`src/rtl/mahsd_pkg.sv`:
```
`timescale 1ns / 1ps

package mahsd_pkg;

   localparam int unsigned MaxWindow   = 65536;
   localparam int unsigned WindowWidth = 17;
   localparam int unsigned CountWidth  = 17;
   localparam int unsigned SkipWidth   = 16;

   localparam logic [WindowWidth-1:0] WinMax      = WindowWidth'(MaxWindow);
   localparam logic [WindowWidth-1:0] WindowReset = WindowWidth'(65536);

   localparam logic [7:0] SyncByte    = 8'hFF;
   localparam logic [2:0] SyncTopBits = 3'b111;

   // result status codes
   localparam logic [1:0] STATUS_OK      = 2'd0;
   localparam logic [1:0] STATUS_NO_SYNC = 2'd1;
   localparam logic [1:0] STATUS_SHORT   = 2'd2;

   // raw version codes
   localparam logic [1:0] VER_25 = 2'd0;
   localparam logic [1:0] VER_2  = 2'd2;
   localparam logic [1:0] VER_1  = 2'd3;

   // raw layer codes
   localparam logic [1:0] LAYER_RSVD = 2'd0;
   localparam logic [1:0] LAYER_3    = 2'd1;
   localparam logic [1:0] LAYER_2    = 2'd2;
   localparam logic [1:0] LAYER_1    = 2'd3;

   localparam logic [1:0] CHM_JOINT = 2'd1;

   typedef enum logic [4:0] {
      PH_IDLE    = 5'b00001,
      PH_SEARCH  = 5'b00010,
      PH_SEARCHF = 5'b00100,
      PH_HDR3    = 5'b01000,
      PH_HDR4    = 5'b10000
   } phase_type;

   typedef struct packed {
      logic [7:0] data_byte;
      logic       first_byte;
      logic       last_byte;
   } req_type;

   typedef struct packed {
      logic [1:0]  version_code;
      logic [1:0]  layer_code;
      logic [8:0]  bitrate_kbps;
      logic [15:0] sample_rate_hz;
      logic        padding_bit;
      logic [1:0]  stereo_mode;
      logic [1:0]  joint_ext;
      logic [1:0]  emphasis;
      logic [2:0]  flag_bits;
   } hdr_fields_type;

   typedef struct packed {
      logic [1:0]           status;
      logic [SkipWidth-1:0] skipped_bytes;
      hdr_fields_type       fields;
   } rsp_type;

   // rows: v1 L1, v1 L2, v1 L3, v2/v2.5 L1, v2/v2.5 L2 and L3
   localparam logic [8:0] KbpsTable [5][16] = '{
      '{9'd0, 9'd32, 9'd64, 9'd96, 9'd128, 9'd160, 9'd192, 9'd224,
        9'd256, 9'd288, 9'd320, 9'd352, 9'd384, 9'd416, 9'd448, 9'd0},
      '{9'd0, 9'd32, 9'd48, 9'd56, 9'd64, 9'd80, 9'd96, 9'd112,
        9'd128, 9'd160, 9'd192, 9'd224, 9'd256, 9'd320, 9'd384, 9'd0},
      '{9'd0, 9'd32, 9'd40, 9'd48, 9'd56, 9'd64, 9'd80, 9'd96,
        9'd112, 9'd128, 9'd160, 9'd192, 9'd224, 9'd256, 9'd320, 9'd0},
      '{9'd0, 9'd32, 9'd48, 9'd56, 9'd64, 9'd80, 9'd96, 9'd112,
        9'd128, 9'd144, 9'd160, 9'd176, 9'd192, 9'd224, 9'd256, 9'd0},
      '{9'd0, 9'd8, 9'd16, 9'd24, 9'd32, 9'd40, 9'd48, 9'd56,
        9'd64, 9'd80, 9'd96, 9'd112, 9'd128, 9'd144, 9'd160, 9'd0}
   };

   // rows: v1, v2, v2.5
   localparam logic [15:0] HzTable [3][4] = '{
      '{16'd44100, 16'd48000, 16'd32000, 16'd0},
      '{16'd22050, 16'd24000, 16'd16000, 16'd0},
      '{16'd11025, 16'd12000, 16'd8000, 16'd0}
   };

   function automatic logic [8:0] kbps_lookup(input logic [1:0] ver,
                                              input logic [1:0] lay,
                                              input logic [3:0] idx);
      logic [8:0] rate;
      rate = '0;
      if (ver == VER_1) begin
         unique case (lay)
            LAYER_1: rate = KbpsTable[0][idx];
            LAYER_2: rate = KbpsTable[1][idx];
            LAYER_3: rate = KbpsTable[2][idx];
            default: rate = '0;
         endcase
      end else if (ver == VER_2 || ver == VER_25) begin
         unique case (lay) inside
            LAYER_1:          rate = KbpsTable[3][idx];
            LAYER_2, LAYER_3: rate = KbpsTable[4][idx];
            default:          rate = '0;
         endcase
      end
      return rate;
   endfunction

   function automatic logic [15:0] hz_lookup(input logic [1:0] ver,
                                             input logic [1:0] lay,
                                             input logic [1:0] idx);
      logic [15:0] rate;
      rate = '0;
      if (lay != LAYER_RSVD) begin
         unique case (ver)
            VER_1:   rate = HzTable[0][idx];
            VER_2:   rate = HzTable[1][idx];
            VER_25:  rate = HzTable[2][idx];
            default: rate = '0;
         endcase
      end
      return rate;
   endfunction

endpackage

```
`src/rtl/mahsd_field_decode.sv`:
```
`timescale 1ns / 1ps

module mahsd_field_decode (
   input  logic [23:0]                header,
   output mahsd_pkg::hdr_fields_type  fields
);
   import mahsd_pkg::*;

   // header holds the three bytes after the 0xff, first one on top
   always_comb begin
      fields.version_code   = header[20:19];
      fields.layer_code     = header[18:17];
      fields.bitrate_kbps   = kbps_lookup(header[20:19], header[18:17], header[15:12]);
      fields.sample_rate_hz = hz_lookup(header[20:19], header[18:17], header[11:10]);
      fields.padding_bit    = header[9];
      fields.stereo_mode    = header[7:6];
      fields.joint_ext      = (header[7:6] == CHM_JOINT) ? header[5:4] : 2'd0;
      fields.emphasis       = header[1:0];
      fields.flag_bits      = {header[2], header[3], header[16]};
   end

endmodule

```
`src/rtl/mahsd_sync_fsm.sv`:
```
`timescale 1ns / 1ps

module mahsd_sync_fsm (
   input  logic                                 clock,
   input  logic                                 reset,
   input  logic                                 step_en,
   input  mahsd_pkg::req_type                   req,
   input  logic [mahsd_pkg::WindowWidth-1:0]    window,
   output logic                                 res_valid,
   output mahsd_pkg::rsp_type                   res
);
   import mahsd_pkg::*;

   phase_type              phase_ff, phase_in, cur_phase;
   logic [CountWidth-1:0]  cnt_ff, cnt_in, cur_cnt;
   logic [CountWidth:0]    cnt_next;
   logic [SkipWidth-1:0]   offset_ff, offset_in;
   logic [7:0]             hdr_hi_ff, hdr_hi_in;
   logic [7:0]             hdr_mid_ff, hdr_mid_in;
   logic                   show_fields;
   hdr_fields_type         dec_fields;

   mahsd_field_decode u_decode (
      .header ({hdr_hi_ff, hdr_mid_ff, req.data_byte}),
      .fields (dec_fields)
   );

   always_comb begin
      cur_phase   = req.first_byte ? PH_SEARCH : phase_ff;
      cur_cnt     = req.first_byte ? '0 : cnt_ff;
      cnt_next    = {1'b0, cur_cnt} + (CountWidth+1)'(1);
      phase_in    = phase_ff;
      cnt_in      = cnt_ff;
      offset_in   = offset_ff;
      hdr_hi_in   = hdr_hi_ff;
      hdr_mid_in  = hdr_mid_ff;
      res_valid   = 1'b0;
      show_fields = 1'b0;
      res.status        = STATUS_OK;
      res.skipped_bytes = '0;
      if (step_en) begin
         phase_in  = cur_phase;
         cnt_in    = cur_cnt;
         offset_in = req.first_byte ? '0 : offset_ff;
         unique case (cur_phase) inside
            PH_SEARCH, PH_SEARCHF: begin
               if (cur_phase == PH_SEARCHF && req.data_byte[7:5] == SyncTopBits &&
                   cur_cnt < window) begin
                  // sync pair found, 0xff sat one byte back
                  offset_in = cur_cnt[SkipWidth-1:0] - SkipWidth'(1);
                  hdr_hi_in = req.data_byte;
                  phase_in  = PH_HDR3;
                  if (req.last_byte) begin
                     phase_in          = PH_IDLE;
                     res_valid         = 1'b1;
                     res.status        = STATUS_SHORT;
                     res.skipped_bytes = cur_cnt[SkipWidth-1:0] - SkipWidth'(1);
                  end
               end else begin
                  phase_in = (req.data_byte == SyncByte) ? PH_SEARCHF : PH_SEARCH;
                  cnt_in   = cnt_next[CountWidth-1:0];
                  if (cnt_next >= {1'b0, window} || req.last_byte) begin
                     phase_in   = PH_IDLE;
                     res_valid  = 1'b1;
                     res.status = STATUS_NO_SYNC;
                  end
               end
            end
            PH_HDR3: begin
               hdr_mid_in = req.data_byte;
               phase_in   = PH_HDR4;
               if (req.last_byte) begin
                  phase_in          = PH_IDLE;
                  res_valid         = 1'b1;
                  res.status        = STATUS_SHORT;
                  res.skipped_bytes = offset_ff;
               end
            end
            PH_HDR4: begin
               phase_in          = PH_IDLE;
               res_valid         = 1'b1;
               show_fields       = 1'b1;
               res.skipped_bytes = offset_ff;
            end
            default: phase_in = PH_IDLE;
         endcase
      end
      res.fields = show_fields ? dec_fields : '0;
   end

   always_ff @(posedge clock) begin
      if (reset) begin
         phase_ff  <= PH_IDLE;
         cnt_ff    <= '0;
         offset_ff <= '0;
      end else begin
         phase_ff  <= phase_in;
         cnt_ff    <= cnt_in;
         offset_ff <= offset_in;
      end
   end

   always_ff @(posedge clock) begin
      hdr_hi_ff  <= hdr_hi_in;
      hdr_mid_ff <= hdr_mid_in;
   end

   a_result_goes_idle: assert property (@(posedge clock) disable iff (reset)
      res_valid |=> phase_ff == PH_IDLE)
      else $error("phase not idle after a result");

   a_header_sync_bits: assert property (@(posedge clock) disable iff (reset)
      (phase_ff == PH_HDR3 || phase_ff == PH_HDR4) |-> hdr_hi_ff[7:5] == SyncTopBits)
      else $error("header held without sync bits");

   a_no_step_no_change: assert property (@(posedge clock) disable iff (reset)
      !step_en |=> $stable(phase_ff) && $stable(cnt_ff))
      else $error("state moved without a step");

endmodule

```
`src/rtl/mpeg_audio_header_sync_decoder_core.sv`:
```
`timescale 1ns / 1ps

// channel   ports                                   direction
// req       req_valid/req_ready, data/first/last    in, one stream byte per transfer
// rsp       rsp_valid/rsp_ready, decoded fields     out, one result per header or status
// csr       csr_wr_en, csr_wr_data                  in, search window, no read-back
//
// one byte per cycle sustained while no result stalls; a result is registered once its byte is taken
// the path is input register -> sync fsm and table decode -> result register
// synchronous active-high reset: idle, window 65536, both registers empty
// a stalled result holds the fsm; the input register still takes one more byte
// req_ready falls only when both registers are full and rsp_ready is low

module mpeg_audio_header_sync_decoder_core (
   input  logic                                clock,
   input  logic                                reset,
   input  logic                                req_valid,
   output logic                                req_ready,
   input  logic [7:0]                          req_data_byte,
   input  logic                                req_first_byte,
   input  logic                                req_last_byte,
   output logic                                rsp_valid,
   input  logic                                rsp_ready,
   output logic [1:0]                          rsp_status,
   output logic [mahsd_pkg::SkipWidth-1:0]     rsp_skipped_bytes,
   output logic [1:0]                          rsp_version_code,
   output logic [1:0]                          rsp_layer_code,
   output logic [8:0]                          rsp_bitrate_kbps,
   output logic [15:0]                         rsp_sample_rate_hz,
   output logic                                rsp_padding_bit,
   output logic [1:0]                          rsp_stereo_mode,
   output logic [1:0]                          rsp_joint_ext,
   output logic [1:0]                          rsp_emphasis,
   output logic [2:0]                          rsp_flag_bits,
   input  logic                                csr_wr_en,
   input  logic [mahsd_pkg::WindowWidth-1:0]   csr_wr_data
);
   import mahsd_pkg::*;

   logic                    in_vld_ff, in_vld_in;
   req_type                 in_ff, in_in;
   logic                    rsp_vld_ff, rsp_vld_in;
   rsp_type                 rsp_ff, rsp_in;
   logic [WindowWidth-1:0]  window_ff, window_in;
   logic                    advance;
   logic                    step_en;
   logic                    res_valid;
   rsp_type                 res;

   assign advance   = !rsp_vld_ff || rsp_ready;
   assign step_en   = in_vld_ff && advance;
   assign req_ready = !in_vld_ff || advance;

   mahsd_sync_fsm u_fsm (
      .clock     (clock),
      .reset     (reset),
      .step_en   (step_en),
      .req       (in_ff),
      .window    (window_ff),
      .res_valid (res_valid),
      .res       (res)
   );

   always_comb begin
      in_vld_in = in_vld_ff;
      in_in     = in_ff;
      if (req_ready) begin
         in_vld_in = req_valid;
         in_in     = '{data_byte: req_data_byte, first_byte: req_first_byte,
                       last_byte: req_last_byte};
      end
      rsp_vld_in = rsp_vld_ff;
      rsp_in     = rsp_ff;
      if (advance) begin
         rsp_vld_in = step_en && res_valid;
         rsp_in     = res;
      end
      window_in = window_ff;
      if (csr_wr_en) begin
         window_in = (csr_wr_data > WinMax) ? WinMax : csr_wr_data;
      end
   end

   always_ff @(posedge clock) begin
      if (reset) begin
         in_vld_ff  <= 1'b0;
         rsp_vld_ff <= 1'b0;
         window_ff  <= (WindowReset > WinMax) ? WinMax : WindowReset;
      end else begin
         in_vld_ff  <= in_vld_in;
         rsp_vld_ff <= rsp_vld_in;
         window_ff  <= window_in;
      end
   end

   always_ff @(posedge clock) begin
      in_ff  <= in_in;
      rsp_ff <= rsp_in;
   end

   assign rsp_valid          = rsp_vld_ff;
   assign rsp_status         = rsp_ff.status;
   assign rsp_skipped_bytes  = rsp_ff.skipped_bytes;
   assign rsp_version_code   = rsp_ff.fields.version_code;
   assign rsp_layer_code     = rsp_ff.fields.layer_code;
   assign rsp_bitrate_kbps   = rsp_ff.fields.bitrate_kbps;
   assign rsp_sample_rate_hz = rsp_ff.fields.sample_rate_hz;
   assign rsp_padding_bit    = rsp_ff.fields.padding_bit;
   assign rsp_stereo_mode    = rsp_ff.fields.stereo_mode;
   assign rsp_joint_ext      = rsp_ff.fields.joint_ext;
   assign rsp_emphasis       = rsp_ff.fields.emphasis;
   assign rsp_flag_bits      = rsp_ff.fields.flag_bits;

   a_held_byte_kept: assert property (@(posedge clock) disable iff (reset)
      in_vld_ff && !advance |=> in_vld_ff && $stable(in_ff))
      else $error("held byte lost while result stalled");

   a_no_sync_clean: assert property (@(posedge clock) disable iff (reset)
      rsp_vld_ff && rsp_ff.status == STATUS_NO_SYNC |->
         rsp_ff.skipped_bytes == '0 && rsp_ff.fields == '0)
      else $error("no-sync result carries header fields");

   a_reserved_layer_rates: assert property (@(posedge clock) disable iff (reset)
      rsp_vld_ff && rsp_ff.fields.layer_code == LAYER_RSVD |->
         rsp_ff.fields.sample_rate_hz == '0 && rsp_ff.fields.bitrate_kbps == '0)
      else $error("reserved layer gave a rate");

endmodule
```
`config.mk`:
```
export PLATFORM = sky130hd
export DESIGN_NAME = mpeg_audio_header_sync_decoder_core
export DESIGN_NICKNAME = d
export VERILOG_FILES = /design/src/rtl/mahsd_pkg.sv /design/src/rtl/mahsd_field_decode.sv /design/src/rtl/mahsd_sync_fsm.sv /design/src/rtl/mpeg_audio_header_sync_decoder_core.sv
export SDC_FILE = /design/constraint.sdc
export NUM_CORES = 1
export LEC_CHECK = 0
export ABC_AREA = 1
export BUFFER_PORTS_ARGS = -buffer_cell sky130_fd_sc_hd__buf_2
export CAP_MARGIN = 20
export CORE_MARGIN = 4
export CORE_UTILIZATION = 55
export DETAILED_ROUTE_END_ITERATION = 12
export HOLD_SLACK_MARGIN = 0.12
export PLACE_DENSITY = 0.78
export SLEW_MARGIN = 25
export SYNTH_ARGS = -nofsm -noshare
export SYNTH_HDL_FRONTEND = slang
export SYNTH_SLANG_ARGS = --single-unit
```
`constraint.sdc`:
```
create_clock -name clock -period 7.7 [get_ports clock]
set_clock_uncertainty 0.05 [all_clocks]
set_input_delay 1.54 -clock clock [delete_from_list [all_inputs] [get_ports clock]]
set_output_delay 1.54 -clock clock [all_outputs]
set_load 0.03 [all_outputs]
```
==> key figures, run 1 <==
Synthesis
  • Async S/R FF share, synth: 0%
  • Seq/Total Area, Yosys: 42.5%
  • Main combinational cell family by area after synthesis: simple AND/OR/NAND/NOR gates
  • Seq cells post-synth: 131
  • Post-Synth Adder-Cell Area: 7.91%
  • Synthesis warning total: 0
  • Cell Area, Synth: 7910 um^2
  • Post-Synth XOR/XNOR Area: 2.33%
  • Simple-gate share of the synthesized area: 25.0%
  • Mux contribution to synthesized area: 0%
  • Netlist cell types: 47
  • Syn Inst Count: 1013
  • Most used DFF post-synth: edfxtp_1
  • Average cell area after synthesis: 7.81 um^2
  • Synth Area in Compound Gates: 12.9%
  • EDFF count, synth: 74

Clock network
  • Reg clk slew, reported paths: 0.06 ns
  • Hold_buf cts: 0
  • Post-CTS Resized: 0
  • TritonCTS Buffers: 17
  • H-tree Lvls: 4
  • Clk sinks: 131
  • Setup Buffers After CTS: 0
  • Clock root cell: clkbuf_16
  • Max clock buf depth: 2
  • Skew-Pair Late Insertion Delay: 0.43 ns
  • CTS tree: yes

GRT
  • Initial antenna violation count: 0
  • Vias in the first global route: 6543
  • GRT Total Usage: 24.7%
  • Largest net degree at the start of global routing: 56
  • Total congestion overflow: 0
  • First-pass GRT wire length: 32300 um

Finish
  • Area growth syn-to-layout: 13.9%
  • # nets final: 1171
  • Filler Cell Count: 1206
  • FF+latch area: 3360 um^2
  • Post-Layout Cell Count: 1283
  • Finished Core Util: 64.4%
  • Area of the multi-input gates: 3830 um^2
  • Layout cell share with drive strength beyond 1: 14.0%
  • Most frequent cells in the layout: nand2_1 (209), inv_1 (136), nor2_1 (117)
  • Final Instance Area: 9010 um^2
  • Commonest non-fill, non-tap cell in the layout: nand2_1

Floorplanning
  • Row count: 43
  • I/O pin cnt: 91
  • Starting density of the core: 56.5%
  • Die width: 128 um
  • Floorplan die height: 128 um
  • DIE AREA: 16400 um^2
  • Placeable Area: 14000 um^2

Power and ir drop
  • Net Sw Frac: 24.1%
  • Sw power: 0.418 mW
  • Part of the power in registers: 44.3%
  • Clock power frac: 47.0%
  • Power Density: 192 nW/um^2
  • LEAKAGE: 4.38 nW
  • Peak supply drop: 0.141 mV
  • Gate power share: 8.7%
  • Int Power: 1.31 mW

Worst setup path
  • CP Launch Type: flip-flop
  • Critical Path Fanout Max: 32
  • Setup crit end kind: flip-flop
  • Setup Crit Path Kind: flip-flop to flip-flop
  • Crit path required time: 8.00 ns
  • Crit path DAT: 4.13 ns

Timing
  • Slew Viols, Final: 0
  • Final Hold Viols: 0
  • RSZ-0062 raised after global routing: no
  • Post-route clock period utilization: 49.8%
  • Worst slew pin tran: 0.870 ns
  • # setup viols final: 0
  • Final Critical Period: 3.83 ns
  • Final setup TNS: 0 ns
  • Rel. slew slack: 42.0%
  • Maximum clock rate: 0.261 GHz

Detailed routing
  • Avg WL per Cell: 15.6 um
  • Post-route DRC: 0
  • Pre-antenna DRT Iters: 5
  • Routed Antenna Nets: 0
  • Total Wirelength: 20000 um
  • Drt first-iter violations: 695
  • Routed via count: 7114
  • Vias per inst: 5.54

Placed design
  • I/O Buffers: 86
  • Routability cong.: 0.975
  • HPWL Detailed: 14600 um
  • Cells after DPL: 1250
  • Placed cell area: 8420 um^2

Status
  • Status: finished, final reports clean

Min path
  • Hold/Removal Path Class: flip-flop to flip-flop

Run
  • Max-cap viol count: 0
[worst max-delay path, stage by stage (launching register included)]
cell and delay, ns:
edfxtp_1 0.57, inv_6 0.33, nand2_2 0.21, inv_1 0.14
ha_1 0.17, nand2_1 0.10, nor2_4 0.16, nand3_1 0.14
nor2_1 0.18, inv_1 0.08, o21ai_1 0.11, inv_1 0.07
ha_1 0.27, nand2_1 0.06, nor2_1 0.17, nand3_1 0.09
nand3_1 0.09, nand2_1 0.05, nand2_1 0.05, nand2_1 0.04
nand2_1 0.08, nand2_1 0.06, nand2_1 0.09, nand2_1 0.11
nand2_1 0.09, nand2_1 0.05, a21oi_1 0.12
[kinds of logic (layout without fill, tap and decap cells)]
family / Yosys count / in the layout
flops: 131 / 131
compound gates: 185 / 185
xor+xnor: 21 / 21
buf+inv: 179 / 265
fa+ha+maj: 50 / 50
simple gates: 446 / 446
other cells: 1 / 5
[sequential cells by signal, summed over array words and instances (netlist names), 5 cells and up]
register            cells
rsp_sample_rate_hz     14
u_fsm.offset_ff        16
u_fsm.phase_ff          5
rsp_skipped_bytes      16
rsp_bitrate_kbps        6
u_fsm.hdr_mid_ff        7
u_fsm.cnt_ff           17
u_fsm.hdr_hi_ff         5
in_ff                  10
window_ff              17
[final timing paths]
| check | start | endpoint | depth (start not counted) | slack (ns) |
|---|---|---|---|---|
| worst min-delay path | u_fsm.cnt_ff[15] | u_fsm.cnt_ff[15] | 2 | 0.42 |
| worst max register to register | in_ff[1] | rsp_valid | 26 | 3.87 |
| worst max-delay path | in_ff[1] | rsp_valid | 26 | 3.87 |
| worst min register to register | u_fsm.cnt_ff[15] | u_fsm.cnt_ff[15] | 2 | 0.42 |
[cell type report]
| class | count | area share, % |
|---|---|---|
| inverters | 143 | 6.01 |
| flip-flops and latches | 131 | 37.3 |
| repair buffers | 90 | 5.11 |
| clock inverters | 9 | 1.10 |
| well taps | 180 | 2.50 |
| diodes | 1 | 0.0278 |
| clock buffers | 23 | 5.44 |
| multi-input cells | 706 | 42.5 |
[layer usage]
metal / vias to the layer above / GRT usage (%) / part of all wire, %
met5: - / 0 / 0
met4: 0 / 10.9 / 3.5
met3: 66 / 5.25 / 7.6
met2: 332 / 40.3 / 46
met1: 3216 / 31.7 / 43
li1: 3500 / - / -
[Yosys cell counts (4+ instances only)]
| cell type | count | area (um^2) |
|---|---|---|
| nor2_2 | 5 | 31.3 |
| or2_0 | 4 | 25.0 |
| nand2_1 | 210 | 788 |
| buf_2 | 4 | 20.0 |
| nor4_1 | 8 | 50.1 |
| inv_1 | 136 | 510 |
| a21oi_1 | 82 | 410 |
| nand4_1 | 12 | 75.1 |
| xor2_1 | 21 | 184 |
| o21ai_0 | 50 | 250 |
| o21ai_1 | 14 | 70.1 |
| ha_1 | 50 | 626 |
| inv_2 | 4 | 15.0 |
| clkbuf_1 | 19 | 71.3 |
| buf_4 | 7 | 52.6 |
| o211ai_1 | 9 | 67.6 |
| a22oi_1 | 7 | 52.6 |
| dfxtp_1 | 57 | 1140 |
| nand2_2 | 10 | 62.6 |
| or2_2 | 4 | 25.0 |
| nor3_1 | 15 | 75.1 |
| nand3_1 | 47 | 235 |
| nand2_4 | 4 | 45.0 |
| nor2_1 | 117 | 439 |
| a31oi_1 | 8 | 50.1 |
| edfxtp_1 | 74 | 2220 |
[per-stage QoR]
| step | setup WS (ns) | hold slack, ns | power, mW |
|---|---|---|---|
| floorplan | 3.43 | 0.395 | 0.890 |
| global placement | 3.64 | 0.404 | 0.926 |
| detailed placement | 3.53 | 0.408 | 0.929 |
| CTS | 3.90 | 0.417 | 1.73 |
| global route | 3.40 | 0.450 | 1.79 |
| finish | 3.87 | 0.417 | 1.73 |
[power groups by stage]
stage / Clock (mW) / Combinational [mW] / Sequential [mW]
floorplan: 0 / 0.106 / 0.784
global placement: 0 / 0.146 / 0.781
detailed placement: 0 / 0.148 / 0.781
CTS: 0.817 / 0.149 / 0.767
global route: 0.853 / 0.171 / 0.769
finish: 0.813 / 0.151 / 0.767
(Power assumes the default switching activity.)
==> run 2: changes to the inputs <==
==> constraint.sdc (replaced) <==
create_clock -name clock -period 3.7 [get_ports clock]
set_clock_uncertainty 0.05 [all_clocks]
set_input_delay 0.74 -clock clock [delete_from_list [all_inputs] [get_ports clock]]
set_output_delay 0.74 -clock clock [all_outputs]
set_load 0.03 [all_outputs]
==> key figures, run 2 (same netlist as run 1, synthesis figures left out) <==
Finish
  • Layout cell share with drive strength beyond 1: 16.5%
  • Commonest non-fill, non-tap cell in the layout: nand2_1
  • Biggest regs: u_fsm.cnt_ff x17, window_ff x17
  • Area growth syn-to-layout: 16.8%
  • Finished Core Util: 66.0%
  • Final Instance Area: 9240 um^2
  • Most frequent cells in the layout: nand2_1 (209), inv_1 (136), nor2_1 (115)
  • FF+latch area: 3360 um^2
  • Filler Cell Count: 1216
  • Diodes inserted: 0
  • # nets final: 1190
  • Area of the multi-input gates: 3870 um^2

Detailed routing
  • Total Wirelength: 20200 um
  • Routed via count: 7237
  • Vias per inst: 5.56
  • Drt first-iter violations: 764
  • Pre-antenna DRT Iters: 6
  • Post-route DRC: 0
  • Routed Antenna Nets: 0
  • Avg WL per Cell: 15.5 um

Worst setup path
  • Critical path origin: in_ff[1]
  • CP endpoint: rsp_valid
  • Reg2Reg Depth: 19
  • Worst R2R End: rsp_valid
  • Critical Path Fanout Max: 6
  • Setup Crit Path Kind: flip-flop to flip-flop
  • Worst r2r src: in_ff[1]
  • Crit path required time: 4.01 ns
  • R2R Setup Slk: 0.37 ns
  • Crit path DAT: 3.63 ns
  • CP Launch Type: flip-flop
  • Setup crit end kind: flip-flop

Placed design
  • Placed cell area: 8480 um^2
  • HPWL Detailed: 14800 um
  • I/O Buffers: 86
  • Place WS: 0.209 ns
  • Routability cong.: 0.946

Clock network
  • Reg clk slew, reported paths: 0.06 ns
  • TritonCTS Buffers: 17
  • Skew-Pair Late Insertion Delay: 0.43 ns
  • Hold_buf cts: 0
  • Clock root cell: clkbuf_16
  • Max clock buf depth: 2
  • H-tree Lvls: 4
  • CTS tree: yes
  • Clk sinks: 131

Power and ir drop
  • Power Density: 399 nW/um^2
  • LEAKAGE: 4.49 nW
  • Clock power frac: 47.6%
  • Int Power: 2.79 mW
  • Gate power share: 9.1%
  • Net Sw Frac: 24.2%
  • Sw power: 0.893 mW
  • Peak supply drop: 0.381 mV
  • Part of the power in registers: 43.3%
  • Tot Pwr: 3.68 mW

GRT
  • First-pass GRT wire length: 32200 um
  • Initial antenna violation count: 0
  • Largest net degree at the start of global routing: 54
  • Vias in the first global route: 6602
  • Total congestion overflow: 0
  • GRT Total Usage: 24.7%

Timing
  • Maximum clock rate: 0.301 GHz
  • Rel. slew slack: 56.0%
  • Final Critical Period: 3.33 ns
  • Worst slew pin tran: 0.660 ns
  • Slew Viols, Final: 0
  • # setup viols final: 0
  • Final setup TNS: 0 ns
  • Final worst slack: 0.373 ns
  • RSZ-0062 raised after global routing: no
  • Post-route clock period utilization: 89.9%
  • Final Hold Viols: 0

Min path
  • Hold/Removal Path Class: flip-flop to flip-flop

Floorplanning
  • Row count: 43
  • Die width: 128 um
  • Starting density of the core: 56.5%
  • I/O pin cnt: 91
  • DIE AREA: 16400 um^2
  • Floorplan die height: 128 um
  • Placeable Area: 14000 um^2

Status
  • Status: finished, final reports clean

Run
  • Max-cap viol count: 0
run 2: cell count changes in the layout (fill, tap and decap cells not counted), sizes merged, moves of 2 or more:
cell,before,now
buf,90,109
clkbuf,23,20
clkinv,6,8
clkinvlp,1,3
inv,143,141
run 2: repair_timing:
action	CTS	global route
setup buffers	0	10
resized for setup	0	12
endpoints found under the setup margin	0	5
run 2: power by group through the flow:
stage	clock [mW]	sequential, mW	combinational [mW]
floorplan	0	1.63	0.221
global placement	0	1.62	0.315
detailed placement	0	1.63	0.318
CTS	1.78	1.59	0.321
global route	1.84	1.60	0.376
finish	1.75	1.59	0.334
run 2: routing by layer:
metal / part of all wire, % / GRT usage [%]
met1: 43 / 32.9
met5: 0 / 0
met4: 3.4 / 11.4
met2: 46 / 39.4
met3: 7.1 / 4.33
run 2: worst min path at each step:
stage	start	endpoint	slack [ns]	cells past startpoint
floorplan	in_ff[3]	u_fsm.hdr_hi_ff[1]	0.40	0
global placement	u_fsm.cnt_ff[13]	u_fsm.cnt_ff[13]	0.40	2
detailed placement	u_fsm.cnt_ff[14]	u_fsm.cnt_ff[14]	0.41	2
CTS	u_fsm.cnt_ff[14]	u_fsm.cnt_ff[14]	0.42	2
global route	req_data_byte[5]	in_ff[7]	0.43	1
finish	u_fsm.cnt_ff[14]	u_fsm.cnt_ff[14]	0.42	2
run 2: area by class of cell:
type / count / area share [%]
Multi-Input combinational cell: 706 / 41.9
Sequential cell: 131 / 36.4
Clock buffer: 20 / 5.05
Tap cell: 180 / 2.44
Timing Repair Buffer: 109 / 6.70
Clock inverter: 12 / 1.67
Inverter: 143 / 5.86
run 2: stage by stage:
stage	instances	hold WS, ns
floorplan	1016	0.395
global placement	1259	0.404
detailed placement	1259	0.407
CTS	1291	0.416
global route	1301	0.429
finish	1301	0.419
run 2: worst max-delay path, stage by stage (launching register included):
cell      delay (ns)
edfxtp_1        0.54
buf_6           0.20
nor2_4          0.12
ha_2            0.19
nand2_1         0.10
nor2_4          0.17
buf_4           0.14
nand3_1         0.09
xor2_1          0.31
inv_1           0.10
ha_1            0.31
nand4_1         0.14
o21a_1          0.21
nand2_1         0.08
nand2_1         0.05
nand2_1         0.10
nand2_1         0.11
nand2_1         0.07
nand2_1         0.05
a21oi_2         0.13
==> run 3: changes to the inputs <==
--- a/config.mk
+++ b/config.mk
@@ -12,6 +12,7 @@
 export CORE_UTILIZATION = 55
 export DETAILED_ROUTE_END_ITERATION = 12
 export HOLD_SLACK_MARGIN = 0.12
+export MAX_ROUTING_LAYER = met4
 export PLACE_DENSITY = 0.78
 export SLEW_MARGIN = 25
 export SYNTH_ARGS = -nofsm -noshare
==> key figures, run 3 (same netlist as run 1, synthesis figures left out) <==
Worst setup path
  • Critical Path Fanout Max: 8
  • CP Launch Type: flip-flop
  • Crit path largest cell delay: 0.53 ns
  • Crit path required time: 3.93 ns
  • Worst r2r src: in_ff[1]
  • Critical path origin: in_ff[1]
  • Critical path buffer and inverter count: 3
  • Setup crit end kind: flip-flop
  • CP most frequent cell: nand2_1
  • CP top delay family: simple AND/OR/NAND/NOR gates
  • Setup Crit Path Kind: flip-flop to flip-flop
  • Crit path DAT: 3.64 ns
  • CP max-delay cell: edfxtp_1
  • Crit-path cells: inv_6 -> buf_4 -> nand2_4 -> nor2_1 -> nand3_2 -> nor2_1 -> nand3_1 -> xor2_2 -> inv_1 -> ha_1 -> a21oi_1 -> o21a_1 -> nand2_1 -> nand2_1 -> nand2_1 -> nand2_1 -> nand2_1 -> nand2_1 -> nand2_1 -> nand2_1 -> a21oi_1

Min path
  • Hold_sp: u_fsm.cnt_ff[11]
  • Hold/Removal Path Class: flip-flop to flip-flop

Timing
  • Final Hold Viols: 0
  • # setup viols final: 0
  • Final worst slack: 0.284 ns
  • Worst slew pin tran: 0.651 ns
  • Slew Viols, Final: 0
  • Worst hold margin: 0.419 ns
  • Rel. slew slack: 56.6%
  • Post-route clock period utilization: 92.3%
  • Maximum clock rate: 0.293 GHz
  • Final Critical Period: 3.42 ns

Detailed routing
  • Avg WL per Cell: 15.6 um
  • Routed via count: 7150
  • WL met3: 1440 um
  • Metal2 WL: 9530 um
  • Total Wirelength: 20200 um
  • Metal1 wirelength: 8790 um
  • Pre-antenna DRT Iters: 6
  • Routed Antenna Nets: 0
  • Drt first-iter violations: 769
  • Top routing layer used: met4
  • Post-route DRC: 0
  • Vias per inst: 5.53

GRT
  • First-pass GRT wire length: 32600 um
  • Vias in the first global route: 6473
  • Largest net degree at the start of global routing: 54
  • Initial antenna violation count: 0
  • GRT Total Usage: 25.8%
  • Total congestion overflow: 0

Clock network
  • Skew-Pair Late Insertion Delay: 0.42 ns
  • Reg clk slew, reported paths: 0.06 ns
  • H-tree Lvls: 4
  • Clk sinks: 131
  • TritonCTS Buffers: 17
  • CTS tree: yes
  • Clock root cell: clkbuf_16
  • Max clock buf depth: 2

Status
  • Status: finished, final reports clean

Finish
  • Final Instance Area: 9110 um^2
  • Layout cell share with drive strength beyond 1: 15.4%
  • Commonest non-fill, non-tap cell in the layout: nand2_1
  • # nets final: 1183
  • Area growth syn-to-layout: 15.2%
  • Biggest regs: u_fsm.cnt_ff x17, window_ff x17
  • Most frequent cells in the layout: nand2_1 (209), inv_1 (136), nor2_1 (116)
  • Post-Layout Cell Count: 1294
  • Diodes inserted: 0

Floorplanning
  • Row count: 43
  • Die width: 128 um
  • Placeable Area: 14000 um^2
  • I/O pin cnt: 91
  • DIE AREA: 16400 um^2
  • Starting density of the core: 56.5%
  • Floorplan die height: 128 um

Power and ir drop
  • Power Density: 397 nW/um^2
  • Peak supply drop: 0.287 mV
  • LEAKAGE: 4.44 nW

Placed design
  • Place WS: 0.250 ns
  • HPWL Detailed: 15100 um
  • Cells after DPL: 1260
  • Placed cell area: 8490 um^2
  • I/O Buffers: 86
  • Routability cong.: 0.958

Run
  • Max-cap viol count: 0
## run 3: cell types whose count changed in the layout (fill, tap and decap cells not counted), moves of 2 or more
cell,change
clkbuf_8,-3
nor2_4,-3
clkinvlp_4,-2
nor2_2,+2
buf_4,-5
clkbuf_1,+2
## run 3: what timing repair did
item | 4_1_cts | 5_1_grt
hold endpoints to repair | 0 | 0
endpoints found under the setup margin | 0 | 4
hold buffers | 0 | 0
resized for setup | 0 | 3
setup buffers | 0 | 2
## run 3: power by group
part | leakage (nW) | switching (mW) | internal [mW] | total [mW]
clock network | 0.289 | 0.635 | 1.06 | 1.69
registers | 1.32 | 0.0260 | 1.57 | 1.59
logic | 2.83 | 0.227 | 0.105 | 0.332
total | 4.44 | 0.888 | 2.73 | 3.62
## run 3: cell type report
class / count / area [um^2]
Sequential cell: 131 / 3360
Timing Repair Buffer: 102 / 551
Fill cell: 1214 / 4870
Inverter: 143 / 542
Clock buffer: 19 / 433
Multi-Input combinational cell: 706 / 3840
Clock inverter: 13 / 160
Tap cell: 180 / 225
## run 3: path summary, 6_finish.rpt
path	to	slack [ns]	cells after the start
setup / recovery	rsp_valid	0.28	21
hold / removal	u_fsm.cnt_ff[11]	0.42	2
setup reg to reg	rsp_valid	0.28	21
hold reg to reg	u_fsm.cnt_ff[11]	0.42	2
## run 3: worst reg2reg max path, delay by kind of cell (launching register included)
kind | cells | cell delay, ns
simple gates | 13 | 1.38
flops | 1 | 0.53
fa+ha+maj | 1 | 0.31
xor+xnor | 1 | 0.21
compound gates | 3 | 0.38
buf+inv | 3 | 0.41
## run 3: metal layers
layer / vias up / GRT usage, %
met2: 305 / 40.8
met4: 0 / 8.11
met1: 3275 / 33.9
met5: - / -
met3: 45 / 4.50
li1: 3525 / -
## run 3: through the flow
stage	utilization (%)	total power, mW	setup TNS (ns)
global placement	60.7	1.94	0
finish	65.2	3.62	0
CTS	64.9	3.63	0
floorplan	-	1.85	0
global route	65.2	3.75	-0.00891
detailed placement	60.7	1.95	0
